`src/rtl/vab_pkg.sv`:
```
// Package for the vector angle block: payload structs, internal stage structs,
// fixed-point widths and the CORDIC arctangent table function.
// No dependencies.
`default_nettype none

package vab_pkg;

    localparam int COORD_BITS       = 16;
    localparam int ANGLE_BITS       = 16;
    localparam int CORDIC_STEPS_DEF = 18;

    localparam int PROD_W      = 2 * COORD_BITS;
    localparam int SUM_W       = PROD_W + 1;
    localparam int NEG_W       = SUM_W + 1;
    localparam int FRAC_BITS   = 62;
    localparam int Z_W         = FRAC_BITS;
    localparam int XY_W        = 63;
    localparam int M_W         = 60;
    localparam int NORM_STAGES = 6;

    localparam logic [63:0] INV_TWO_PI_Q64 = 64'h28BE60DB9391054A;
    localparam logic [Z_W-1:0] HALF_TURN   = Z_W'(1) << (Z_W - 1);
    localparam logic [Z_W-1:0] ROUND_HALF  = Z_W'(1) << (Z_W - ANGLE_BITS - 1);

    typedef struct packed {
        logic signed [COORD_BITS-1:0] first_x;
        logic signed [COORD_BITS-1:0] first_y;
        logic signed [COORD_BITS-1:0] second_x;
        logic signed [COORD_BITS-1:0] second_y;
    } vab_in_t;

    typedef struct packed {
        logic [ANGLE_BITS-1:0] turn_angle;
        logic                  degenerate;
    } vab_out_t;

    typedef struct packed {
        logic                   valid;
        logic                   degenerate;
        logic signed [XY_W-1:0] x;
        logic signed [XY_W-1:0] y;
        logic [Z_W-1:0]         z;
        logic [M_W-1:0]         mag;
    } vab_norm_t;

    typedef struct packed {
        logic                   valid;
        logic                   degenerate;
        logic signed [XY_W-1:0] x;
        logic signed [XY_W-1:0] y;
        logic [Z_W-1:0]         z;
    } vab_rot_t;

    // Arctangent of 2^-step in Q62 turns, evaluated at elaboration only.
    function automatic logic [Z_W-1:0] atan_turn(input int step);
        logic [63:0]  rad;
        logic [63:0]  term;
        logic [127:0] prod;
        int           k;
        int           e;
        rad = 64'd0;
        if (step == 0) begin
            return Z_W'(1) << (FRAC_BITS - 3);
        end
        for (k = 0; k < FRAC_BITS; k++) begin
            if (step * (2 * k + 1) <= FRAC_BITS) begin
                e    = FRAC_BITS - step * (2 * k + 1);
                term = (64'd1 << e) / 64'(2 * k + 1);
                if (k % 2 == 1) begin
                    rad = rad - term;
                end else begin
                    rad = rad + term;
                end
            end
        end
        prod = {64'd0, rad} * {64'd0, INV_TWO_PI_Q64};
        return prod[64 +: Z_W];
    endfunction

endpackage

`default_nettype wire

```
`src/rtl/vab_skid.sv`:
```
// Two-entry output skid buffer for result transactions; its ready is a register.
// Depends on vab_pkg.
`default_nettype none

module vab_skid (
    input  wire logic             aclk,
    input  wire logic             aresetn,
    input  wire logic             in_valid,
    output logic                  in_ready,
    input  wire vab_pkg::vab_out_t in_data,
    output logic                  out_valid,
    input  wire logic             out_ready,
    output vab_pkg::vab_out_t     out_data
);

    logic              main_valid_reg;
    logic              main_valid_next;
    logic              spare_valid_reg;
    logic              spare_valid_next;
    vab_pkg::vab_out_t main_reg;
    vab_pkg::vab_out_t main_next;
    vab_pkg::vab_out_t spare_reg;
    vab_pkg::vab_out_t spare_next;
    logic              in_fire;
    logic              out_fire;

    always_comb begin
        in_fire          = in_valid && !spare_valid_reg;
        out_fire         = main_valid_reg && out_ready;
        main_valid_next  = main_valid_reg;
        spare_valid_next = spare_valid_reg;
        main_next        = main_reg;
        spare_next       = spare_reg;
        if (spare_valid_reg) begin
            if (out_fire) begin
                main_next        = spare_reg;
                spare_valid_next = 1'b0;
            end
        end else if (in_fire) begin
            if (!main_valid_reg || out_fire) begin
                main_next       = in_data;
                main_valid_next = 1'b1;
            end else begin
                spare_next       = in_data;
                spare_valid_next = 1'b1;
            end
        end else if (out_fire) begin
            main_valid_next = 1'b0;
        end
    end

    always_ff @(posedge aclk) begin
        if (!aresetn) begin
            main_valid_reg  <= 1'b0;
            spare_valid_reg <= 1'b0;
        end else begin
            main_valid_reg  <= main_valid_next;
            spare_valid_reg <= spare_valid_next;
        end
    end

    always_ff @(posedge aclk) begin
        main_reg  <= main_next;
        spare_reg <= spare_next;
    end

    assign in_ready  = !spare_valid_reg;
    assign out_valid = main_valid_reg;
    assign out_data  = main_reg;

endmodule

`default_nettype wire

```
`config.mk`:
```
export PLATFORM = sky130hd
export DESIGN_NAME = vab_skid
export DESIGN_NICKNAME = d
export VERILOG_FILES = /design/src/rtl/vab_pkg.sv /design/src/rtl/vab_skid.sv
export SDC_FILE = /design/constraint.sdc
export NUM_CORES = 1
export LEC_CHECK = 0
export BUFFER_PORTS_ARGS = -buffer_cell sky130_fd_sc_hd__buf_4
export CORE_UTILIZATION = 35
export DETAILED_ROUTE_END_ITERATION = 10
export PLACE_DENSITY = 0.6
export SYNTH_ARGS = -nofsm -noshare
export SYNTH_HDL_FRONTEND = slang
export SYNTH_SLANG_ARGS = --single-unit
```
`constraint.sdc`:
```
create_clock -name aclk -period 3.1 [get_ports aclk]
set_input_delay 0.155 -clock aclk [delete_from_list [all_inputs] [get_ports aclk]]
set_output_delay 0.155 -clock aclk [all_outputs]
set_load 0.02 [all_outputs]
```
* Word level (Yosys, flattened, before mapping)
Index checks and enable logic that the tools add are counted.
** Operators by class
- Bitwise logic cells :: 2
- Mux-type cells :: 11
- Eq/ne operators :: 2
- Reductions and logical operators :: 11
** Operator list (count)
- $mux 17 :: 4
- $reduce_and 3->1 :: 3
- $mux 1 :: 7
- $reduce_bool 2->1 :: 3
- $ne 2x1->1 const B :: 2
- $logic_and 1x1->1 :: 2
- $logic_not 1->1 :: 2
- $not 1->1 :: 2
- $logic_or 1x1->1 :: 1
** Word-level totals
- Logic and storage cells :: 32
- Bits in registers :: 36

* Longest topological paths before layout
Gate-level depths: netlist (run 1).
- Depth after elaboration :: 5
- Depth in mapped cells :: 3
- Gate-level depth less buffers :: 2

* Worst setup path after synthesis (run 1)
Ideal clock, no wire load.
- Path kind :: flip-flop to flip-flop
- Start point :: reg main_valid_reg, in the netlist out_valid
- End point :: reg main_reg, in the netlist out_data[0], enable pin
- Data required time :: 2.703 ns
- Stages on the path, launching flop included :: 3
- Period minus slack after synthesis :: 1.898 ns
- Path buffers :: 0
- Slack :: 1.202 ns
- Setup time :: 0.397 ns
- Arrival :: 1.502 ns
- Cells stage by stage :: dfxtp_1 > mux2i_1 > a21oi_1
** On the way
- Longest elaborated chain between the ends :: 4
- Elaborated cells between the ends (all ways) :: 6
** Ends and longest elaborated chain
- start, declared :: RTL line vab_skid.sv:16 : logic main_valid_reg;
- start signal, assigned :: RTL line vab_skid.sv:57 : main_valid_reg <= main_valid_next;
- $logic_not 1->1 / $logic_and 1x1->1 (equally long branches) :: RTL line vab_skid.sv:40, vab_skid.sv:29
- $logic_or 1x1->1 :: RTL line vab_skid.sv:40 : if (!main_valid_reg || out_fire) begin
- $reduce_bool 2->1 (no line)
- $reduce_and 3->1 (no line) (*)
- end signal, assigned :: RTL line vab_skid.sv:63 : main_reg <= main_next;
- end, declared :: RTL line vab_skid.sv:20 : vab_pkg::vab_out_t main_reg;
Mark *: on every way between the ends. The rest lies on a longest branch, timed or not.
A chain may end at the register's enable or synchronous reset.

* Final worst setup path (run 1)
- Start point :: reg main_valid_reg, in the netlist out_valid
- End point :: reg main_reg, in the netlist out_data[6], enable pin
The elaborated chain is that of the path after synthesis.

==> results_dict.tcl, run 1 <==
set metrics [dict create \
    status "finished clean" \
    layout-drive-gt1-share_pct 57.5 \
    yosys.area.top_type_share_pct 75.8 \
    io_pins 40 \
    globalplace.congestion 0.635 \
    synthToLayoutAreaGrowth_pct 31.6 \
    die_x_um 64.1 \
    drv_cap 0 \
    crit_slowest_cell "sky130_fd_sc_hd__a21oi_2" \
    initial_utilization_pct 36.5 \
    filler_cell_count 337 \
    cp-start-kind "register" \
    postCtsSetupBuffers 0 \
    synthesis.nets 88 \
    detail_route.first_pass.iterations 4 \
    pwr-share-seq_pct 56.9 \
    route.vias.total 736 \
    antenna_violating_nets_left 0 \
    arrival_ps 1580 \
    setup_tns_ps 0 \
    design.die.area_mm2 0.00410 \
    hold_path.class "primary input to register" \
    grt_pass1_wl_mm 3.49 \
    post_synth_and_or_nand_nor_area_fraction_pct 2.14 \
    wl_per_cell_um 13.7 \
    netlist_instances 67 \
    synth.mux.area_fraction_pct 14.9 \
    final_nets 133 \
    max-vdd-ir-drop_mv 0.253 \
    clk_pin_slew_ps 70 \
    cts_sinks 36 \
    total_leakage_power_nw 0.658 \
    clock_skew_ps 1.45 \
    timing_hold_violations_final 0 \
    grt_setup_unrepaired "no" \
    cts_max_path_buffers 2 \
    final_max_slew_viol_count 0 \
    gr-total-overflow 0 \
    antenna-diode-count 0 \
    synthTopCellsByArea "sky130_fd_sc_hd__edfxtp_1, sky130_fd_sc_hd__mux2_2, sky130_fd_sc_hd__dfxtp_1" \
    cp_data_required_time_ps 3010 \
    crit_path_start "out_valid" \
    via_per_inst 4.57 \
    cp_max_fo 17 \
    yosys.area.top_type "sky130_fd_sc_hd__edfxtp_1" \
    cts.repair.resized 0 \
    worst_pin_slew_ps 949 \
    clk-insertion-delay-late_ps 280 \
    finalCritPeriodShare_pct 54.1 \
    setup_viol 0 \
    antenna_found_initial 0 \
    synth_xor_xnor_area_share_pct 0 \
    time_the_final_worst_path_needs_with_i_o_delays_and_setup_ps 1680 \
    tritoncts "yes" \
    totalWireLength_mm 2.20 \
    grt_start_max_net_pins 18 \
    crit-reg2reg-launch "out_valid" \
    endpoint_kind "register" \
    combinational_cell_fraction_of_total_power_pct 12.6 \
    numPortBuffers 39 \
    synth.distinct_cells 13 \
    share_of_total_power_in_the_clock_network_pct 30.5 \
    synth_top_family_by_area "multiplexers" \
    grt_usage_pct 11.9 \
    drt_drc_violations_left 0 \
    number_of_warnings_issued_by_yosys 0 \
    multi_input_area_um2 256 \
    cellInternalPower_uw 786 \
    switching_fraction_pct 22.6 \
    dpl.hpwl_mm 1.42 \
    drt_first_iter_violations 16 \
    cts_htree_levels 2 \
    crit_chain "mux2i_1 -> a21oi_2" \
    post_synth_fa_ha_maj_area_fraction_pct 0 \
    synth.cell_area_mm2 0.00135 \
    synth.ff_latch_count 36 \
    crit_path_largest_cell_delay_ps 710 \
    synth-seq-area-share_pct 78.7 \
    avgSynthCellArea_um2 20.1 \
    finalPower_mw 1.02 \
    cts.hold.buffers_added 0 \
    via_count_of_the_first_global_routing_pass 776 \
    storage_cell_area_mm2 0.00106 \
    cts.root.buffer_cell "sky130_fd_sc_hd__clkbuf_8" \
    timing.slew.headroom_pct 36.7 \
    timing.setup.critical_path_class "register to register" \
    synth-compound-area-share_pct 1.67 \
    chipHeight_um 64.1 \
    net-switching-power_uw 229 \
    cellPowerDensity_mw_per_mm2 573 \
    inserted_clock_buffers 5 \
    fp-row-count 22 \
    hold_path.startpoint "in_data[6]" \
    fmaxAchievable_ghz 0.596 \
    core_area_mm2 0.00369 \
]
worst paths after layout:
kind / end / slack, ps / cells after the start
min reg2reg: out_data[3] / 550 / 1
max: out_data[6] / 1420 / 2
max reg2reg: out_data[6] / 1420 / 2
min: spare_reg[6] / 60 / 1
cells by family after synthesis:
logic type / Yosys count
muxes: 18
AOI/OAI and AO/OA: 4
DFF: 36
buffers and inverters: 5
and+or+nand+nor: 4
power groups by stage:
stage | combinational, mW | sequential (mW) | clock (mW)
final | 0.128 | 0.578 | 0.309
after global routing | 0.138 | 0.580 | 0.344
after CTS | 0.131 | 0.579 | 0.320
after detailed placement | 0.130 | 0.589 | 0
after global placement | 0.128 | 0.588 | 0
after floorplan | 0.0415 | 0.614 | 0
cells in the mapped netlist:
| library cell | instances |
|---|---|
| sky130_fd_sc_hd__buf_6 | 2 |
| sky130_fd_sc_hd__dfxtp_1 | 2 |
| sky130_fd_sc_hd__a21oi_1 | 2 |
| sky130_fd_sc_hd__and2b_2 | 1 |
| sky130_fd_sc_hd__edfxtp_1 | 34 |
| sky130_fd_sc_hd__inv_1 | 3 |
| sky130_fd_sc_hd__nand3b_1 | 1 |
| sky130_fd_sc_hd__o21ai_0 | 1 |
| sky130_fd_sc_hd__nand2_1 | 1 |
| sky130_fd_sc_hd__mux2_2 | 17 |
| sky130_fd_sc_hd__and4_1 | 1 |
| sky130_fd_sc_hd__mux2i_1 | 1 |
| sky130_fd_sc_hd__a211oi_1 | 1 |
final cells by class:
class	count	area share (%)
clock buffers	6	4.09
clock inverters	2	0.635
inverters	3	0.635
multi-input cells	26	14.5
flip-flops and latches	36	59.8
well taps	48	3.39
repair buffers	40	16.9
stage by stage:
step | instances | cell area, um^2 | setup WS, ps | hold WS, ps | util, %
after global routing | 161 | 1770 | 1290 | 43.4 | 48.1
after floorplan | 67 | 1350 | 1200 | 252 | -
after global placement | 153 | 1690 | 1450 | 343 | 45.8
after detailed placement | 153 | 1690 | 1370 | 344 | 45.8
after CTS | 161 | 1770 | 1360 | 48.9 | 48.1
final | 161 | 1770 | 1420 | 57.1 | 48.1
placed cells by master (no fill, tap or decap):
cell and count:
sky130_fd_sc_hd__a21oi_2 1, sky130_fd_sc_hd__and4_1 1, sky130_fd_sc_hd__o21ai_0 1, sky130_fd_sc_hd__a211oi_1 1, sky130_fd_sc_hd__clkinvlp_4 1, sky130_fd_sc_hd__dfxtp_1 2
sky130_fd_sc_hd__nand3b_1 1, sky130_fd_sc_hd__nand2_1 1, sky130_fd_sc_hd__edfxtp_1 34, sky130_fd_sc_hd__and2b_2 1, sky130_fd_sc_hd__mux2i_1 1, sky130_fd_sc_hd__clkbuf_1 1
sky130_fd_sc_hd__clkinv_1 1, sky130_fd_sc_hd__a21oi_1 1, sky130_fd_sc_hd__mux2_2 17, sky130_fd_sc_hd__buf_4 40, sky130_fd_sc_hd__clkbuf_8 5, sky130_fd_sc_hd__inv_1 3
critical path: cells and delay by family (launching register included):
family / cells / cell delay [ps]
AO/OA/AOI/OAI: 1 / 710
multiplexers: 1 / 130
flip-flops: 1 / 460
metal layers:
layer,global-route usage [%],vias up,share of wire (%)
met3,3.75,8,7.1
met1,14.1,347,44
met5,0,-,0
met4,8.52,0,2.6
met2,18.2,31,46
li1,-,350,-
(Power assumes the default switching activity.)
==> run 2: changes to the inputs <==
==> constraint.sdc (replaced) <==
create_clock -name aclk -period 1.7 [get_ports aclk]
set_input_delay 0.085 -clock aclk [delete_from_list [all_inputs] [get_ports aclk]]
set_output_delay 0.085 -clock aclk [all_outputs]
set_load 0.02 [all_outputs]
==> run 2 against run 1 <==
Hold slack worse by 7.1 ps; die area stayed put; combinational power grew 110%; largest cell class unchanged.
==> results_dict.tcl, run 2 (synthesized netlist as in run 1, its figures left out) <==
set metrics [dict create \
    cp-start-kind "register" \
    postCtsSetupBuffers 0 \
    chipHeight_um 64.1 \
    drt_drc_violations_left 0 \
    final_nets 153 \
    timing_hold_violations_final 0 \
    fp-row-count 22 \
    initial_utilization_pct 36.5 \
    gr-total-overflow 0 \
    layout-drive-gt1-share_pct 50.4 \
    core_area_mm2 0.00369 \
    synthToLayoutAreaGrowth_pct 46.5 \
    arrival_ps 1350 \
    setup_viol 0 \
    grt_usage_pct 12.8 \
    net-switching-power_uw 408 \
    cellInternalPower_mw 1.50 \
    clk-insertion-delay-late_ps 280 \
    worst_pin_slew_ps 246 \
    die_x_um 64.1 \
    crit_chain "buf_4 -> mux2_2" \
    design.die.area_mm2 0.00410 \
    time_the_final_worst_path_needs_with_i_o_delays_and_setup_ps 1320 \
    final_max_slew_viol_count 0 \
    inserted_clock_buffers 5 \
    setup_tns_ps 0 \
    cellPowerDensity_mw_per_mm2 968 \
    grt_start_max_net_pins 18 \
    crit_slowest_cell "sky130_fd_sc_hd__dfxtp_1" \
    finalCritPeriodShare_pct 77.9 \
    cts_max_path_buffers 2 \
    drt_first_iter_violations 31 \
    globalplace.congestion 0.660 \
    io_pins 40 \
    r2r_cells 2 \
    wl_per_cell_um 12.6 \
    grt_pass1_wl_mm 3.71 \
    pwr-share-seq_pct 55.1 \
    cp_max_fo 17 \
    drv_cap 0 \
    tritoncts "yes" \
    route.vias.total 814 \
    cts_sinks 36 \
    timing.setup.critical_path_class "register to register" \
    antenna_found_initial 0 \
    number_of_gates_on_the_worst_path_with_buffers_counted 2 \
    via_per_inst 4.50 \
    critical_path_buf_inv_count 1 \
    crit_path_largest_cell_delay_ps 420 \
    grt_setup_unrepaired "no" \
    endpoint_kind "register" \
    finalInstanceArea_mm2 0.00197 \
    mostFrequentLayoutCells "sky130_fd_sc_hd__buf_4, sky130_fd_sc_hd__edfxtp_1, sky130_fd_sc_hd__dlygate4sd3_1" \
    detail_route.first_pass.iterations 4 \
    timing.slew.headroom_pct 83.6 \
    total_leakage_power_nw 0.750 \
    most_common_cell_after_layout_fill_and_taps_aside "sky130_fd_sc_hd__buf_4" \
    cp_data_required_time_ps 1730 \
    holdPathStages 3 \
    antenna_violating_nets_left 0 \
    switching_fraction_pct 21.3 \
    fmaxAchievable_ghz 0.755 \
    totalWireLength_mm 2.28 \
    antenna-diode-count 0 \
    clock_skew_ps 5.69 \
    clk_pin_slew_ps 60 \
    share_of_total_power_in_the_clock_network_pct 30.8 \
    postPlaceCellArea_mm2 0.00170 \
    cts_htree_levels 2 \
    cts.root.buffer_cell "sky130_fd_sc_hd__clkbuf_8" \
    critPathTopFamily "flip-flops" \
    hold_path.class "primary input to register" \
    status "finished clean" \
    numPortBuffers 39 \
    via_count_of_the_first_global_routing_pass 829 \
    max-vdd-ir-drop_mv 0.363 \
    combinational_cell_fraction_of_total_power_pct 14.1 \
]
==> run 2: changes by cell type in the layout (fill, tap and decap cells not counted), sizes merged <==
| cell | change |
|---|---|
| clkbuf | +1 |
| clkinvlp | -1 |
| dlygate4sd3 | +18 |
| buf | +2 |
==> run 2: final timing paths <==
check,from,end,slack [ps]
worst min-delay path,aresetn,spare_valid_reg,50
worst max register to register,spare_valid_reg,out_data[14],380
worst max-delay path,spare_valid_reg,out_data[14],380
worst min register to register,spare_reg[16],out_data[16],540
==> run 2: through the flow <==
step | utilization, % | power (mW) | setup WS (ps) | hold slack (ps) | cells
CTS | 53.5 | 1.94 | 365 | 43.1 | 181
finish | 53.5 | 1.91 | 376 | 50.0 | 181
floorplan | - | 1.20 | 133 | 182 | 67
global route | 53.5 | 2.00 | 302 | 44.6 | 181
global placement | 46.2 | 1.31 | 410 | 275 | 155
detailed placement | 46.2 | 1.31 | 370 | 274 | 155
==> run 2: area by class of cell <==
class / count / area [um^2]
fill: 339 / 1710
sequential: 36 / 1060
timing repair buffer: 60 / 495
multi-input combinational: 26 / 256
clock buffer: 7 / 86.3
tap: 48 / 60.1
inverter: 3 / 11.3
clock inverter: 1 / 3.75
==> run 2: repair_timing <==
| item | CTS | global route |
|---|---|---|
| resized for setup | 0 | 0 |
| hold buffers | 18 | 0 |
| hold endpoints to repair | 18 | 0 |
==> run 2: power groups by stage <==
stage	registers, mW	logic, mW	clock network (mW)
3_5_place_dp	1.07	0.240	0
4_1_cts	1.05	0.273	0.609
2_1_floorplan	1.12	0.0768	0
6_report	1.05	0.270	0.588
3_3_place_gp	1.07	0.238	0
5_1_grt	1.06	0.289	0.650
==> run 2: routing by layer <==
metal	vias up	part of all wire, %	track usage, %
li1	387	-	-
met1	394	40	13.9
met2	26	52	21.1
met3	7	3.9	3.21
met4	0	3.2	10.2
met5	-	0	0
==> run 2: tightest hold or removal path, stage by stage <==
cell	delay, ps
sky130_fd_sc_hd__buf_4	120
sky130_fd_sc_hd__inv_1	40
sky130_fd_sc_hd__a211oi_1	40
==> run 3: changes to the inputs <==
--- a/config.mk
+++ b/config.mk
@@ -5,10 +5,11 @@
 export SDC_FILE = /design/constraint.sdc
 export NUM_CORES = 1
 export LEC_CHECK = 0
+export ABC_AREA = 1
 export BUFFER_PORTS_ARGS = -buffer_cell sky130_fd_sc_hd__buf_4
 export CORE_UTILIZATION = 35
 export DETAILED_ROUTE_END_ITERATION = 10
-export PLACE_DENSITY = 0.6
+export PLACE_DENSITY = 0.62
 export SYNTH_ARGS = -nofsm -noshare
 export SYNTH_HDL_FRONTEND = slang
 export SYNTH_SLANG_ARGS = --single-unit
==> constraint.sdc (replaced) <==
create_clock -name aclk -period 1.1 [get_ports aclk]
set_input_delay 0.055 -clock aclk [delete_from_list [all_inputs] [get_ports aclk]]
set_output_delay 0.055 -clock aclk [all_outputs]
set_load 0.02 [all_outputs]
==> run 3 against run 2 <==
The flow now finishes with violations (setup timing); cell area is 8.0% higher; sequential cell count did not move; final cell count grew 27%; setup slack lost 420 ps; global-route usage is 2.3 points higher; largest power group unchanged; highest routed layer unchanged.
==> results_dict.tcl, run 3 <==
set metrics [dict create \
    yosys_most_used_dff "sky130_fd_sc_hd__edfxtp_1" \
    r2r_cells 5 \
    yosys.cell_count.top_type "sky130_fd_sc_hd__nand2_1" \
    yosys.area.top_type "sky130_fd_sc_hd__edfxtp_1" \
    cts_sinks 36 \
    cts.root.buffer_cell "sky130_fd_sc_hd__clkbuf_8" \
    clk_pin_slew_ps 70 \
    synth_xor_xnor_area_share_pct 0 \
    time_the_final_worst_path_needs_with_i_o_delays_and_setup_ps 1150 \
    crit-reg2reg-capture "spare_reg[3]" \
    final_nets 202 \
    place.detailed.instances 201 \
    fp-row-count 22 \
    cts_htree_levels 2 \
    timing.setup.critical_path_class "register to register" \
    finalCritPeriodShare_pct 104 \
    core_area_mm2 0.00369 \
    route.vias.total 984 \
    preCtsSetupSlack_ps -39.3 \
    crit_path_start "out_valid" \
    finalPower_mw 2.93 \
    total_leakage_power_nw 0.924 \
    crit_path_largest_cell_delay_ps 370 \
    netlist_top_cells_count "sky130_fd_sc_hd__nand2_1, sky130_fd_sc_hd__edfxtp_1, sky130_fd_sc_hd__inv_1" \
    async_flop_share_pct 0 \
    inserted_clock_buffers 5 \
    tritoncts "yes" \
    synth-compound-area-share_pct 1.02 \
    netlist_instances 109 \
    drt_first_iter_violations 28 \
    drv_cap 0 \
    cp_max_fo 9 \
    number_of_warnings_issued_by_yosys 0 \
    initial_utilization_pct 36.7 \
    cp-start-kind "register" \
    dpl.hpwl_mm 1.76 \
    yosys.area.top_type_share_pct 75.3 \
    r2r_slack_ps -50 \
    setup_ws_ps -46.1 \
    antenna-diode-count 0 \
    gr-total-overflow 0 \
    synthTopCellsByArea "sky130_fd_sc_hd__edfxtp_1, sky130_fd_sc_hd__nand2_1, sky130_fd_sc_hd__dfxtp_1" \
    most_common_cell_after_layout_fill_and_taps_aside "sky130_fd_sc_hd__nand2_1" \
    fmaxAchievable_ghz 0.873 \
    wl_per_cell_um 11.8 \
    setup_viol 34 \
    antenna_violating_nets_left 0 \
    synthesis.nets 130 \
    synth.distinct_cells 12 \
    crit_slowest_cell "sky130_fd_sc_hd__dfxtp_4" \
    hold_path.startpoint "out_ready" \
    cts_max_path_buffers 2 \
    post_synth_fa_ha_maj_area_fraction_pct 0 \
    mostFrequentLayoutCells "sky130_fd_sc_hd__nand2_1, sky130_fd_sc_hd__buf_4, sky130_fd_sc_hd__edfxtp_1" \
    synthToLayoutAreaGrowth_pct 57.4 \
    synth-seq-area-share_pct 78.3 \
    min_to "spare_valid_reg" \
    utilization_pct 57.8 \
    totalWireLength_mm 2.71 \
    grt_pass1_wl_mm 4.50 \
    synth.ff_latch_count 36 \
    cp_data_required_time_ps 1100 \
    status "finished, violations left" \
    timing_hold_violations_final 0 \
    detail_route.first_pass.iterations 4 \
    via_per_inst 4.28 \
    synth.mux.area_fraction_pct 0 \
    globalplace.congestion 0.634 \
    via_count_of_the_first_global_routing_pass 990 \
    holdPathStages 4 \
    crit-reg2reg-launch "out_valid" \
    failed_checks "setup timing" \
    grt_setup_unrepaired "yes" \
    arrival_ps 1150 \
    timing.slew.headroom_pct 90.4 \
    chipHeight_um 64.2 \
    drt_drc_violations_left 0 \
    hold_path.class "primary input to register" \
    crit_chain "inv_2 -> nor2_4 -> nand2_2 -> clkinvlp_4 -> buf_12" \
    post_synth_and_or_nand_nor_area_fraction_pct 17.0 \
    grt_usage_pct 15.1 \
    io_pins 40 \
    grt_start_max_net_pins 19 \
    worst_pin_slew_ps 143 \
    avgSynthCellArea_um2 12.4 \
    design.die.area_mm2 0.00412 \
    clock_skew_ps 2.85 \
    layout-drive-gt1-share_pct 37.4 \
    layoutNonFillerInstCount 230 \
    clk-insertion-delay-late_ps 280 \
    endpoint_kind "register" \
    synth.cell_area_mm2 0.00136 \
    numPortBuffers 39 \
    die_x_um 64.2 \
    max-vdd-ir-drop_mv 0.876 \
    final_max_slew_viol_count 0 \
    synth_top_family_by_area "simple AND/OR/NAND/NOR gates" \
    synth_enable_flop_cells 34 \
    antenna_found_initial 0 \
    cellPowerDensity_mw_per_mm2 1380 \
]
-- run 3: layer usage --
metal / track usage, % / vias to the layer above / part of all wire [%]
li1: - / 502 / -
met1: 16.4 / 454 / 41
met2: 26.3 / 23 / 54
met3: 5.36 / 5 / 4.2
met4: 6.67 / 0 / 1.4
met5: 0 / - / 0
-- run 3: worst max path at each step --
stage,slack [ps],endpoint
after detailed placement,-40,spare_reg[9]
after global placement,-20,spare_reg[2]
after CTS,-60,spare_reg[3]
after global routing,-100,spare_reg[1]
final,-50,spare_reg[3]
after floorplan,-150,out_data[0]
-- run 3: repair_timing --
item / 4_1_cts / 5_1_grt
endpoints found under the setup margin: 35 / 35
gates resized for setup: 3 / 3
setup buffers: 0 / 3
hold buffers: 18 / 0
hold endpoints to repair: 19 / 0
cloned: 0 / 0
-- run 3: cell type report --
class | count | area, um^2
Tap cell | 48 | 60.1
Clock inverter | 3 | 13.8
Fill cell | 313 | 1560
Inverter | 7 | 32.5
Timing Repair Buffer | 68 | 609
Sequential cell | 36 | 1070
Multi-Input combinational cell | 63 | 280
Clock buffer | 5 | 68.8
-- run 3: per-stage QoR --
step | hold slack (ps) | cell area [um^2] | TNS, ps
5_1_grt | 72.5 | 2130 | -2810
2_1_floorplan | 152 | 1400 | -4320
3_5_place_dp | 247 | 1820 | -995
3_3_place_gp | 246 | 1820 | -241
6_report | 79.9 | 2130 | -1360
4_1_cts | 67.9 | 2100 | -1410
-- run 3: kinds of logic (layout without fill, tap and decap cells) --
logic type / after synthesis / count (layout)
flops: 36 / 36
buf+inv: 10 / 83
simple gates: 61 / 61
compound gates: 2 / 2
-- run 3: worst max-delay path, delay by kind of cell (launching register included) --
kind / cells / cell delay, ps
flops: 1 / 370
buf+inv: 3 / 290
simple gates: 2 / 210
-- run 3: where the power goes --
group / switching [mW] / internal [mW]
registers: 0.0253 / 1.59
logic: 0.218 / 0.226
clock network: 0.449 / 0.429
