## src/rtl/vab_pkg.sv

```systemverilog
// Package for the vector angle block: payload structs, internal stage structs,
// fixed-point widths and the CORDIC arctangent table function.
// No dependencies.
`default_nettype none

package vab_pkg;

    localparam int COORD_BITS       = 16;
    localparam int ANGLE_BITS       = 16;
    localparam int CORDIC_STEPS_DEF = 18;

    localparam int PROD_W      = 2 * COORD_BITS;
    localparam int SUM_W       = PROD_W + 1;
    localparam int NEG_W       = SUM_W + 1;
    localparam int FRAC_BITS   = 62;
    localparam int Z_W         = FRAC_BITS;
    localparam int XY_W        = 63;
    localparam int M_W         = 60;
    localparam int NORM_STAGES = 6;

    localparam logic [63:0] INV_TWO_PI_Q64 = 64'h28BE60DB9391054A;
    localparam logic [Z_W-1:0] HALF_TURN   = Z_W'(1) << (Z_W - 1);
    localparam logic [Z_W-1:0] ROUND_HALF  = Z_W'(1) << (Z_W - ANGLE_BITS - 1);

    typedef struct packed {
        logic signed [COORD_BITS-1:0] first_x;
        logic signed [COORD_BITS-1:0] first_y;
        logic signed [COORD_BITS-1:0] second_x;
        logic signed [COORD_BITS-1:0] second_y;
    } vab_in_t;

    typedef struct packed {
        logic [ANGLE_BITS-1:0] turn_angle;
        logic                  degenerate;
    } vab_out_t;

    typedef struct packed {
        logic                   valid;
        logic                   degenerate;
        logic signed [XY_W-1:0] x;
        logic signed [XY_W-1:0] y;
        logic [Z_W-1:0]         z;
        logic [M_W-1:0]         mag;
    } vab_norm_t;

    typedef struct packed {
        logic                   valid;
        logic                   degenerate;
        logic signed [XY_W-1:0] x;
        logic signed [XY_W-1:0] y;
        logic [Z_W-1:0]         z;
    } vab_rot_t;

    // Arctangent of 2^-step in Q62 turns, evaluated at elaboration only.
    function automatic logic [Z_W-1:0] atan_turn(input int step);
        logic [63:0]  rad;
        logic [63:0]  term;
        logic [127:0] prod;
        int           k;
        int           e;
        rad = 64'd0;
        if (step == 0) begin
            return Z_W'(1) << (FRAC_BITS - 3);
        end
        for (k = 0; k < FRAC_BITS; k++) begin
            if (step * (2 * k + 1) <= FRAC_BITS) begin
                e    = FRAC_BITS - step * (2 * k + 1);
                term = (64'd1 << e) / 64'(2 * k + 1);
                if (k % 2 == 1) begin
                    rad = rad - term;
                end else begin
                    rad = rad + term;
                end
            end
        end
        prod = {64'd0, rad} * {64'd0, INV_TWO_PI_Q64};
        return prod[64 +: Z_W];
    endfunction

endpackage

`default_nettype wire

```

## src/rtl/vab_norm_cell.sv

```systemverilog
// One normalization cell: shifts the vector pair left by a fixed amount when
// the magnitude leaves room for it. Depends on vab_pkg.
`default_nettype none

module vab_norm_cell #(
    parameter int SHIFT = 1
) (
    input  wire logic              aclk,
    input  wire logic              aresetn,
    input  wire logic              adv,
    input  wire vab_pkg::vab_norm_t cell_in,
    output vab_pkg::vab_norm_t     cell_out
);

    vab_pkg::vab_norm_t stage_reg;
    vab_pkg::vab_norm_t stage_next;
    logic               do_shift;

    always_comb begin
        do_shift   = (cell_in.mag[vab_pkg::M_W-1 -: SHIFT] == '0);
        stage_next = cell_in;
        if (do_shift) begin
            stage_next.x   = cell_in.x <<< SHIFT;
            stage_next.y   = cell_in.y <<< SHIFT;
            stage_next.mag = cell_in.mag << SHIFT;
        end
    end

    always_ff @(posedge aclk) begin
        if (!aresetn) begin
            stage_reg.valid <= 1'b0;
        end else if (adv) begin
            stage_reg.valid <= stage_next.valid;
        end
    end

    always_ff @(posedge aclk) begin
        if (adv) begin
            stage_reg.degenerate <= stage_next.degenerate;
            stage_reg.x          <= stage_next.x;
            stage_reg.y          <= stage_next.y;
            stage_reg.z          <= stage_next.z;
            stage_reg.mag        <= stage_next.mag;
        end
    end

    assign cell_out = stage_reg;

endmodule

`default_nettype wire

```

## config.mk

```make
export PLATFORM = sky130hd
export DESIGN_NAME = vab_norm_cell
export DESIGN_NICKNAME = d
export VERILOG_FILES = /design/src/rtl/vab_pkg.sv /design/src/rtl/vab_norm_cell.sv
export SDC_FILE = /design/constraint.sdc
export NUM_CORES = 1
export LEC_CHECK = 0
export BUFFER_PORTS_ARGS = -buffer_cell sky130_fd_sc_hd__buf_2
export CORE_AREA = 2 2 195 197
export CTS_BUF_LIST = sky130_fd_sc_hd__clkbuf_2
export CTS_CLUSTER_DIAMETER = 200
export DETAILED_ROUTE_END_ITERATION = 6
export DIE_AREA = 0 0 197 199
export HOLD_SLACK_MARGIN = 0.12
export MAX_ROUTING_LAYER = met4
export PLACE_DENSITY_LB_ADDON = 0.12
export SYNTH_ARGS = -nofsm -noshare
export SYNTH_HDL_FRONTEND = slang
export SYNTH_SLANG_ARGS = --single-unit
```

## constraint.sdc

```tcl
create_clock -name aclk -period 1.7 [get_ports aclk]
set_input_delay 0.34 -clock aclk [delete_from_list [all_inputs] [get_ports aclk]]
set_output_delay 0.34 -clock aclk [all_outputs]
set_load 0.02 [all_outputs]
```

==> impl_results.md, run 1 <==
* Placed standard-cell area at 0.0136 sq mm
* Post-cts repair resize count at 253
* Io pins at 503
* Site Rows at 71
* Stop Error: [ERROR RSZ-0060] Max buffer count reached.
* Mapped Cells at 459
* Mapped Area at 0.0103 sq mm
* Num CTS Buffers at 72
* CTS Buffer Depth at 3
* Syn nets at 712
* Status: did not finish
* Die X at 197 um
* DP Wirelength at 23.1 mm
* Mean Syn Cell Area at 22.5 sq um
* H-tree depth at 3
* Die Ht at 199 um
* Initial Util at 27.8%
* Ranking of synthesized cells by area: edfxtp_1, mux2_4, mux2_2
* Yosys reg bits at 250
* CTS Hold Buffers Added at 314
* GP Congestion at 0.812
* Root Buffer: clkbuf_2
* Clock sink total at 250
* Dominant cell type by area after synthesis: edfxtp_1
* Setup Buffers After CTS at 0
* Post-synthesis cell type count at 10
* Exit stage: 4_1_cts
* IO buf count at 502
* Placement Setup Slack at 0.206 ns
* Ys Warns at 0
* Sequential cell area fraction in the yosys report at 72.7%
* Post-synth top area share at 72.5%
[through the flow]
step | util (%) | instances
after detailed placement | 36.7 | 1443
after global placement | 36.7 | 1443
after floorplan | - | 459
[Yosys cell counts]
library cell	number
mux2_2	46
dfxtp_1	1
and2_1	3
or2_2	1
nor2b_1	1
edfxtp_1	249
buf_6	17
buf_2	4
mux2_4	136
mux2i_1	1
[kinds of logic after synthesis]
logic type	share of synthesized area, %
AND/OR/NAND/NOR	0.303
flip-flops	72.7
buffers and inverters	2.05
multiplexers	24.9
==> run 2, diff against run 1 <==
==> config.mk (replaced) <==
export PLATFORM = sky130hd
export DESIGN_NAME = vab_norm_cell
export DESIGN_NICKNAME = d
export VERILOG_FILES = /design/src/rtl/vab_pkg.sv /design/src/rtl/vab_norm_cell.sv
export SDC_FILE = /design/constraint.sdc
export NUM_CORES = 1
export LEC_CHECK = 0
export BUFFER_PORTS_ARGS = -buffer_cell sky130_fd_sc_hd__buf_2
export CORE_AREA = 2 2 195 197
export DETAILED_ROUTE_END_ITERATION = 6
export DIE_AREA = 0 0 197 199
export PLACE_DENSITY_LB_ADDON = 0.15
export SYNTH_ARGS = -nofsm -noshare
export SYNTH_HDL_FRONTEND = slang
export SYNTH_SLANG_ARGS = --single-unit
==> run 2 against run 1 <==
Compared with the run above: synthesized cell count stayed put; area after synthesis stayed put; the flow now finishes without violations.
==> impl_results.md, run 2 <==
* Storage cell area at 0.00750 sq mm
* Period minus WS final at 1.48 ns
* Overall power at 0.0161 W
* Die X at 197 um (unchanged)
* VDD IR max at 688 uV
* Slew Limit Headroom at 75.5%
* Ys Warns at 0 (unchanged)
* Setup CP Type: flop to primary output
* Startpoint Class: flop
* Clk_lat worst skew at 0.55 ns
* DP Wirelength at 22.3 mm (was 23.1 mm)
* Net count, final at 1326
* Sequential cell area fraction in the yosys report at 72.7% (unchanged)
* Initial Util at 27.8% (unchanged)
* Die Ht at 199 um (unchanged)
* DR DRC count at 0
* Vias per cell at 4.12
* Syn nets at 712 (unchanged)
* Slew @ Worst Pin at 0.368 ns
* Worst Skew at 0 ns
* Critical R2R Launch: cell_out[249]$_SDFFE_PN0P_
* CP cell instances: buf_2
* Average routed wire per standard cell at 18.6 um
* Critical Path Max Stage Delay at 0.41 ns
* Drt pass-1 iters at 4
* Largest net degree at the start of global routing at 46
* Die ar. at 0.0392 sq mm
* GP Congestion at 0.739 (was 0.812)
* Leak pwr at 6.70 nW
* Yosys reg bits at 250 (unchanged)
* Top FF cell, synth: edfxtp_1 (unchanged)
* WL final at 29.2 mm
* Site Rows at 71 (unchanged)
* CP delay by family, top: flip-flops
* Clock transition at the registers of the reported paths at 0.06 ns
* Synth top cells by count: edfxtp_1, mux2_4, mux2_2, buf_6, buf_2 (unchanged)
* Pwr per Cell Area at 1060 mW/mm^2
* Commonest cells after routing, fill and taps aside: buf_2, edfxtp_1, mux2_4
* Post-synth top area share at 72.5% (unchanged)
* FMAX at 674 MHz
* Min-delay src: cell_in[249]
* Fillers at 3527
* Final ANT Viol Nets at 0
* Max FO, Critical Path at 1
* Number of synthesized flops with an enable pin at 249 (unchanged)
* Core Region at 0.0371 sq mm
* Detail Route met2 WL at 15.5 mm
* Slowest-stage cell, CP: edfxtp_1
* FF-to-FF End: cell_out[249]$_SDFFE_PN0P_
* Root Buffer: clkbuf_16 (was clkbuf_2)
* Max layer used: met5
* Synth-to-layout area growth at 47.9%
* Mapped Area at 0.0103 sq mm (unchanged)
* Antenna violations before repair at 4
* IO buf count at 502 (unchanged)
* Commonest non-fill, non-tap cell in the layout: buf_2
* Placed cells at 1452 (was 1443)
* Layout Cells excl Fill at 1571
* Initial DRC count at 225
* Metal1 wirelength at 10.7 mm
* HP Class: input port to flop
* Overflow after GRT at 0
* Mapped Cells at 459 (unchanged)
* Crit path DAT at 1.14 ns
* Max Cap Viol at 0
* Status: finished clean (was did not finish)
* CTS tree: done
* Total track usage at 14.0%
* FF-to-FF setup slack at 1.11 ns
* CP endpoint kind: primary output
* Footprint of the multi-input gates at 0.00260 sq mm
* Post-synth ARST share at 0% (unchanged)
* DR vias at 6467
* Min-Delay Path Depth at 3
* CTS Buffer Depth at 3 (unchanged)
* First-pass GRT wire length at 41.2 mm
* Post-synthesis cell type count at 10 (unchanged)
* Ranking of synthesized cells by area: edfxtp_1, mux2_4, mux2_2 (unchanged)
* CP required at 1.36 ns
* Mean Syn Cell Area at 22.5 sq um (unchanged)
* WHS at 0.0535 ns
* WL met3 at 2.34 mm
* Num CTS Buffers at 29 (was 72)
* Worst r2r path cells at 2
* CP bufs+invs at 1
* Number of flip-flops in the largest register at 250
* Final Hold Viols at 0
* Hold Path End: cell_out[249]$_SDFFE_PN0P_
* Total negative slack at 0 ns
* Count leader, synth: edfxtp_1 (unchanged)
* Final cycle utilization of the critical path at 87.3%
* Unrepaired setup endpoints after global routing: no
* Final Max Slew Viols at 0
* Clock sink total at 250 (unchanged)
* Final setup viols at 0
* Dominant cell type by area after synthesis: edfxtp_1 (unchanged)
* Layout cells sized above 1 at 70.0%
* Vias in the first global route at 6884
* H-tree depth at 1 (was 3)
* Io pins at 503 (unchanged)
## run 2: cell counts after synthesis
Identical to the previous run, type by type.
## run 2: layout make-up
class                      count  area share [%]
timing repair buffer         604            24.0
clock inverter                19           0.993
tap                          474            3.89
antenna                        3          0.0492
sequential                   250            49.2
multi-input combinational    188            17.1
clock buffer                  33            4.86
## run 2: what timing repair did
action / in CTS / in global routing
hold endpoints to repair: 64 / 0
endpoints found under the setup margin: 0 / 0
setup buffers: 0 / 0
gates resized for setup: 0 / 0
hold buffers: 64 / 0
## run 2: worst register-to-register path, cell delays in order (launching register included)
cell and delay (ns):
dfxtp_1 0.31, mux2i_1 0.12, nor2b_1 0.06
## run 2: stage by stage
| step | setup WS [ns] | area (sq um) | utilization, % |
|---|---|---|---|
| finish | 0.216 | 15200 | 41.1 |
| global route | 0.167 | 15200 | 41.1 |
| CTS | 0.165 | 15200 | 41.0 |
| detailed placement | 0.200 | 13700 | 36.9 |
| global placement | 0.219 | 13700 | 36.9 |
| floorplan | 0.396 | 10300 | - |
## run 2: routing by layer
layer / vias to the layer above / GRT usage (%)
met5: - / 0
met4: 2 / 4.62
met3: 47 / 4.70
met2: 270 / 25.7
met1: 3085 / 15.0
li1: 3063 / -
## run 2: how the worst max path moves through the flow
stage | start | slack, ns | end | cells after the start
after detailed placement | cell_in[59] | 0.20 | cell_out[229]$_DFFE_PP_ | 4
final | cell_out[123]$_DFFE_PP_ | 0.22 | cell_out[123] | 1
after floorplan | cell_in[59] | 0.40 | cell_out[123]$_DFFE_PP_ | 4
after global placement | cell_in[59] | 0.22 | cell_out[219]$_DFFE_PP_ | 4
after global routing | cell_out[123]$_DFFE_PP_ | 0.17 | cell_out[123] | 1
after CTS | cell_out[123]$_DFFE_PP_ | 0.16 | cell_out[123] | 1
## run 2: kinds of logic (layout without fill, tap and decap cells)
| family | Yosys count | in the layout | share of synthesized area (%) |
|---|---|---|---|
| buffers and inverters | 21 | 656 | 2.05 |
| muxes | 183 | 183 | 24.9 |
| and+or+nand+nor | 5 | 5 | 0.303 |
| other | 0 | 3 | 0 |
| DFF | 250 | 250 | 72.7 |
## run 2: where the power goes
group / total [W] / internal, W / switching [W]
clock network: 0.00590 / 0.00341 / 0.00249
registers: 0.00755 / 0.00742 / 0.000135
logic: 0.00267 / 0.00121 / 0.00146
total: 0.0161 / 0.0120 / 0.00408
No activity file was read; power rests on OpenSTA's default activity.
==> run 3, diff against run 2 <==
--- a/config.mk
+++ b/config.mk
@@ -5,10 +5,11 @@
 export SDC_FILE = /design/constraint.sdc
 export NUM_CORES = 1
 export LEC_CHECK = 0
+export ABC_AREA = 1
 export BUFFER_PORTS_ARGS = -buffer_cell sky130_fd_sc_hd__buf_2
-export CORE_AREA = 2 2 195 197
+export CORE_AREA = 2 2 198 200
 export DETAILED_ROUTE_END_ITERATION = 6
-export DIE_AREA = 0 0 197 199
+export DIE_AREA = 0 0 200 202
 export PLACE_DENSITY_LB_ADDON = 0.15
 export SYNTH_ARGS = -nofsm -noshare
 export SYNTH_HDL_FRONTEND = slang
==> run 3 against run 2 <==
Compared with the run above: maximum frequency shrank 1.7%; sequential share of layout area grew 1.6 points; die area grew 3.1%; critical endpoint is now cell_out[50]; highest routed layer unchanged.
==> impl_results.md, run 3 <==
* Die ar. at 0.0404 sq mm (was 0.0392 sq mm)
* Clock sink total at 250 (unchanged)
* IO buf count at 502 (unchanged)
* Comb pwr share at 14.6% (was 16.6%)
* Total track usage at 15.3% (was 14.0%)
* Count leader, synth: nand2_1 (was edfxtp_1)
* VDD IR max at 933 uV (was 688 uV)
* Post-synth ARST share at 0% (unchanged)
* WL final at 32.6 mm (was 29.2 mm)
* Slew @ Worst Pin at 0.361 ns (was 0.368 ns)
* Layout cells sized above 1 at 39.7% (was 70.0%)
* Crit path DAT at 1.17 ns (was 1.14 ns)
* CTS tree: done (unchanged)
* FMAX at 662 MHz (was 674 MHz)
* Final cycle utilization of the critical path at 88.8% (was 87.3%)
* Critical Path Max Stage Delay at 0.43 ns (was 0.41 ns)
* Final Hold Viols at 0 (unchanged)
* Number of synthesized flops with an enable pin at 249 (unchanged)
* CTS Buffer Depth at 3 (unchanged)
* Overall power at 0.0168 W (was 0.0161 W)
* Post-synthesis cell type count at 14 (was 10)
* CP cell instances: buf_2 (unchanged)
* Drt pass-1 iters at 4 (unchanged)
* Max Cap Viol at 0 (unchanged)
* Final setup viols at 0 (unchanged)
* Die Ht at 202 um (was 199 um)
* HP Class: input port to flop (unchanged)
* Root Buffer: clkbuf_16 (unchanged)
* Switching share of power at 25.8% (was 25.3%)
* Largest net degree at the start of global routing at 67 (was 46)
* Mean Syn Cell Area at 11.8 sq um (was 22.5 sq um)
* Max FO, Critical Path at 1 (unchanged)
* Synth top cells by count: nand2_1, edfxtp_1, buf_6, buf_2, inv_1 (was edfxtp_1, mux2_4, mux2_2, buf_6, buf_2)
* Status: finished clean (unchanged)
* GP Congestion at 0.797 (was 0.739)
* Initial DRC count at 290 (was 225)
* Initial Util at 26.0% (was 27.8%)
* Clk_lat worst skew at 0.56 ns (was 0.55 ns)
* Num CTS Buffers at 30 (was 29)
* Average routed wire per standard cell at 16.5 um (was 18.6 um)
* Clock Power Share at 40.6% (was 36.6%)
* Total negative slack at 0 ns (unchanged)
* Sw power at 0.00434 W (was 0.00408 W)
* Final Max Slew Viols at 0 (unchanged)
* Top FF cell, synth: edfxtp_1 (unchanged)
* Site Rows at 72 (was 71)
* Post-synth top area share at 75.1% (was 72.5%)
* CP bufs+invs at 1 (unchanged)
* Pwr per Cell Area at 1140 mW/mm^2 (was 1060 mW/mm^2)
* Clock transition at the registers of the reported paths at 0.06 ns (about the same)
* Number of flip-flops in the largest register at 250 (unchanged)
* Yosys reg bits at 250 (unchanged)
* CP endpoint kind: primary output (unchanged)
* Antenna violations before repair at 6 (was 4)
* Net count, final at 1681 (was 1326)
* Leak pwr at 6.99 nW (was 6.70 nW)
* CTS Hold Buffers Added at 66 (was 64)
* Startpoint Class: flop (unchanged)
* Final ANT Viol Nets at 0 (unchanged)
* DP Wirelength at 24.2 mm (was 22.3 mm)
* Sequential cell area fraction in the yosys report at 75.3% (was 72.7%)
* Mapped Area at 0.00996 sq mm (was 0.0103 sq mm)
* H-tree depth at 1 (unchanged)
* Mapped Cells at 847 (was 459)
* Period minus WS final at 1.51 ns (was 1.48 ns)
* Commonest non-fill, non-tap cell in the layout: nand2_1 (was buf_2)
* Commonest cells after routing, fill and taps aside: nand2_1, buf_2, edfxtp_1 (was buf_2, edfxtp_1, mux2_4)
* Die X at 200 um (was 197 um)
* Overflow after GRT at 0 (unchanged)
* DR DRC count at 0 (unchanged)
* Fillers at 3904 (was 3527)
* Post-cts repair resize count at 0 (unchanged)
* Worst Skew at 0 ns (unchanged)
* Cell-internal power at 0.0125 W (was 0.0120 W)
* Slew Limit Headroom at 75.9% (was 75.5%)
* Core Region at 0.0383 sq mm (was 0.0371 sq mm)
* Ys Warns at 0 (unchanged)
* Io pins at 503 (unchanged)
* Setup Buffers After CTS at 0 (unchanged)
* Vias per cell at 4.07 (was 4.12)
* Seq pwr share at 44.8% (was 46.8%)
* Synth-to-layout area growth at 48.3% (was 47.9%)
* Ranking of synthesized cells by area: edfxtp_1, nand2_1, buf_6 (was edfxtp_1, mux2_4, mux2_2)
* Slowest-stage cell, CP: edfxtp_1 (unchanged)
* Unrepaired setup endpoints after global routing: no (unchanged)
* Dominant cell type by area after synthesis: edfxtp_1 (unchanged)
* Vias in the first global route at 8072 (was 6884)
* First-pass GRT wire length at 47.0 mm (was 41.2 mm)
* Syn nets at 1100 (was 712)
* CP delay by family, top: flip-flops (unchanged)
* DR vias at 8032 (was 6467)
* CP required at 1.36 ns (about the same)
* Setup CP Type: flop to primary output (unchanged)
==> run 3: changes by cell type after synthesis, sizes merged <==
cell and delta:
nand2 +539, mux2 -182, buf +20, inv +8
o21ai +6, and2 -3, nor2 +2, mux2i -1
nor2b -1
==> run 3: cell families (layout without fill, tap and decap cells) <==
family                 Yosys count  after routing  share of synthesized area [%]
AO/OA/AOI/OAI                    6              6                          0.339
buffers and inverters           49            654                           3.90
other                            0              5                              0
flip-flops                     250            250                           75.3
AND/OR/NAND/NOR                542            542                           20.5
==> run 3: metrics by stage <==
step	util [%]	worst slack (ns)	instance area [sq um]	instances	hold slack [ns]
2_1_floorplan	-	0.592	9960	847	0.439
3_3_place_gp	34.0	0.371	13000	1848	0.466
3_5_place_dp	34.0	0.362	13000	1848	0.476
4_1_cts	38.5	0.136	14800	1970	0.000188
6_report	38.6	0.190	14800	1975	0.0430
5_1_grt	38.6	0.143	14800	1974	0.0192
==> run 3: area by class of cell <==
class | count | area, sq um | area share, %
diodes | 5 | 12.5 | 0.0848
clock buffers | 35 | 790 | 5.35
clock inverters | 21 | 268 | 1.81
inverters | 8 | 35.0 | 0.237
multi-input cells | 548 | 2070 | 14.0
flip-flops and latches | 250 | 7500 | 50.8
well taps | 518 | 648 | 4.39
repair buffers | 590 | 3440 | 23.3
==> run 3: power groups by stage <==
stage / clock network (W) / logic (W) / registers (W)
2_1_floorplan: 0 / 0.000460 / 0.00841
3_3_place_gp: 0 / 0.00237 / 0.00766
3_5_place_dp: 0 / 0.00237 / 0.00767
4_1_cts: 0.00704 / 0.00250 / 0.00755
5_1_grt: 0.00726 / 0.00268 / 0.00760
6_report: 0.00684 / 0.00245 / 0.00754
==> run 3: per-layer routing <==
| layer | GRT usage, % | up-vias | wire [um] |
|---|---|---|---|
| met2 | 27.3 | 336 | 16300 |
| met5 | 0 | - | 16 |
| met1 | 16.4 | 3689 | 12100 |
| met3 | 6.04 | 56 | 3260 |
| li1 | - | 3949 | - |
| met4 | 5.19 | 2 | 944 |
==> run 3: final timing paths <==
check | slack [ns] | to | cells past startpoint | startpoint
setup / recovery | 0.19 | cell_out[50] | 1 | cell_out[50]$_DFFE_PP_
hold / removal | 0.04 | cell_out[206]$_DFFE_PP_ | 3 | cell_in[205]
setup reg to reg | 1.15 | cell_out[249]$_SDFFE_PN0P_ | 2 | cell_out[249]$_SDFFE_PN0P_
hold reg to reg | 0.48 | cell_out[249]$_SDFFE_PN0P_ | 2 | cell_out[249]$_SDFFE_PN0P_
==> run 4, diff against run 3 <==
--- a/config.mk
+++ b/config.mk
@@ -5,12 +5,12 @@
 export SDC_FILE = /design/constraint.sdc
 export NUM_CORES = 1
 export LEC_CHECK = 0
-export ABC_AREA = 1
 export BUFFER_PORTS_ARGS = -buffer_cell sky130_fd_sc_hd__buf_2
-export CORE_AREA = 2 2 198 200
+export CORE_AREA = 2 2 195 197
 export DETAILED_ROUTE_END_ITERATION = 6
-export DIE_AREA = 0 0 200 202
+export DIE_AREA = 0 0 197 199
 export PLACE_DENSITY_LB_ADDON = 0.15
+export RECOVER_POWER = 100
 export SYNTH_ARGS = -nofsm -noshare
 export SYNTH_HDL_FRONTEND = slang
 export SYNTH_SLANG_ARGS = --single-unit
==> run 4 against run 3 <==
Compared with the run above: critical path depth unchanged; sequential cell count unchanged; worst hold slack improved by 0.013 ns; clock power decreased by 14%; sequential share of layout area increased by 1.7 points; largest power group unchanged.
==> impl_results.md, run 4 (synthesis results as in run 2) <==
* HP Class: input port to flop (unchanged)
* Overall power at 0.0157 W (was 0.0168 W)
* Die Ht at 199 um (was 202 um)
* Final setup viols at 0 (unchanged)
* DR vias at 6483 (was 8032)
* Startpoint Class: flop (unchanged)
* Final ANT Viol Nets at 0 (unchanged)
* Slowest-stage cell, CP: edfxtp_1 (unchanged)
* Pwr per Cell Area at 1100 mW/mm^2 (was 1140 mW/mm^2)
* Setup Buffers After CTS at 0 (unchanged)
* Vias per cell at 4.13 (was 4.07)
* Layout cells sized above 1 at 34.2% (was 39.7%)
* Fillers at 3801 (was 3904)
* Total negative slack at 0 ns (unchanged)
* FMAX at 644 MHz (was 662 MHz)
* Critical path depth at 1 (unchanged)
* DP Wirelength at 22.3 mm (was 24.2 mm)
* Overflow after GRT at 0 (unchanged)
* CTS tree: done (unchanged)
* H-tree depth at 1 (unchanged)
* Setup CP Type: flop to primary output (unchanged)
* Total track usage at 14.0% (was 15.3%)
* Initial Util at 27.8% (was 26.0%)
* Commonest cells after routing, fill and taps aside: clkbuf_1, edfxtp_1, buf_2 (was nand2_1, buf_2, edfxtp_1)
* Average routed wire per standard cell at 18.9 um (was 16.5 um)
* Net count, final at 1326 (was 1681)
* Synth-to-layout area growth at 38.5% (was 48.3%)
* Final Max Slew Viols at 0 (unchanged)
* Worst r2r path cells at 2 (unchanged)
* Max FO, Critical Path at 1 (unchanged)
* CP delay by family, top: flip-flops (unchanged)
* Clock transition at the registers of the reported paths at 0.06 ns (about the same)
* Io pins at 503 (unchanged)
* CP endpoint kind: primary output (unchanged)
* Period minus WS final at 1.55 ns (was 1.51 ns)
* WL final at 29.7 mm (was 32.6 mm)
* Largest net degree at the start of global routing at 46 (was 67)
* Critical Path Max Stage Delay at 0.36 ns (was 0.43 ns)
* DR DRC count at 0 (unchanged)
* Crit path DAT at 1.21 ns (was 1.17 ns)
* Final Hold Viols at 0 (unchanged)
* CTS Buffer Depth at 3 (unchanged)
* Final cycle utilization of the critical path at 91.4% (was 88.8%)
* Core Region at 0.0371 sq mm (was 0.0383 sq mm)
* Leak pwr at 5.39 nW (was 6.99 nW)
* Max Cap Viol at 0 (unchanged)
* Clk_lat worst skew at 0.55 ns (was 0.56 ns)
* First-pass GRT wire length at 41.2 mm (was 47.0 mm)
* Layout Utilization at 38.5% (was 38.6%)
* Antenna violations before repair at 4 (was 6)
* CP required at 1.36 ns (about the same)
* Slew Limit Headroom at 22.7% (was 75.9%)
* Root Buffer: clkbuf_16 (unchanged)
* Min-Delay Path Depth at 3 (unchanged)
* Clock sink total at 250 (unchanged)
* Storage cell area at 0.00750 sq mm (unchanged)
* Die ar. at 0.0392 sq mm (was 0.0404 sq mm)
* Slew @ Worst Pin at 1.16 ns (was 0.361 ns)
* IO buf count at 502 (unchanged)
* CP cell instances: clkbuf_1 (was buf_2)
* Num CTS Buffers at 29 (was 30)
* Worst Skew at 0 ns (unchanged)
* Number of flip-flops in the largest register at 250 (unchanged)
* VDD IR max at 701 uV (was 933 uV)
* Die X at 197 um (was 200 um)
* Initial DRC count at 224 (was 290)
* Footprint of the multi-input gates at 0.00216 sq mm (was 0.00207 sq mm)
* Commonest non-fill, non-tap cell in the layout: clkbuf_1 (was nand2_1)
* Unrepaired setup endpoints after global routing: no (unchanged)
* Vias in the first global route at 6884 (was 8072)
* Site Rows at 71 (was 72)
* CP bufs+invs at 1 (unchanged)
* GP Congestion at 0.739 (was 0.797)
* Drt pass-1 iters at 4 (unchanged)
* Status: finished clean (unchanged)
## run 4: cell types whose count changed in the layout (fill, tap and decap cells not counted), sizes merged, moves of 4 or more
cell / before / now
buf: 524 / 257
bufinv: 6 / 2
clkbuf: 35 / 316
inv: 8 / 1
mux2: 0 / 182
nand2: 539 / 0
o21ai: 6 / 0
## run 4: final timing paths
| path | from | end | slack (ns) |
|---|---|---|---|
| setup reg to reg | cell_out[249]$_SDFFE_PN0P_ | cell_out[249]$_SDFFE_PN0P_ | 1.11 |
| setup / recovery | cell_out[124]$_DFFE_PP_ | cell_out[124] | 0.15 |
| hold reg to reg | cell_out[249]$_SDFFE_PN0P_ | cell_out[249]$_SDFFE_PN0P_ | 0.53 |
| hold / removal | cell_in[249] | cell_out[249]$_SDFFE_PN0P_ | 0.06 |
## run 4: metrics by stage
stage | cell area [sq um] | std cells | setup WS (ns) | hold WS, ns
after CTS | 15200 | 1568 | 0.165 | 0.0165
after global placement | 13700 | 1452 | 0.219 | 0.496
after detailed placement | 13700 | 1452 | 0.200 | 0.503
after global routing | 14300 | 1571 | 0.0929 | 0.0522
after floorplan | 10300 | 459 | 0.396 | 0.439
final | 14300 | 1571 | 0.146 | 0.0557
## run 4: worst register-to-register path: stages, from the launching register on
cell,delay (ns)
dfxtp_1,0.31
mux2i_1,0.12
nor2b_1,0.06
## run 4: layout make-up
type,count,area share [%]
repair buffers,604,21.9
well taps,474,4.15
flip-flops and latches,250,52.5
clock inverters,19,1.06
diodes,3,0.0526
clock buffers,33,5.19
multi-input cells,188,15.1
## run 4: what timing repair did
action / 4_1_cts / 5_1_grt
hold buffers: 64 / 0
endpoints found under the hold margin: 64 / 0
gates resized for setup: 0 / 0
## run 4: per-layer routing
metal | track usage (%) | part of all wire [%]
met5 | 0 | 0.044
met4 | 4.62 | 2.5
met3 | 4.70 | 8.1
met2 | 25.7 | 52
met1 | 15.0 | 37
## run 4: report_power, final
part	switching, W	total, W	internal, W
Clock	0.00249	0.00590	0.00341
Combinational	0.00143	0.00226	0.000825
Sequential	0.000152	0.00757	0.00742
Total	0.00407	0.0157	0.0117
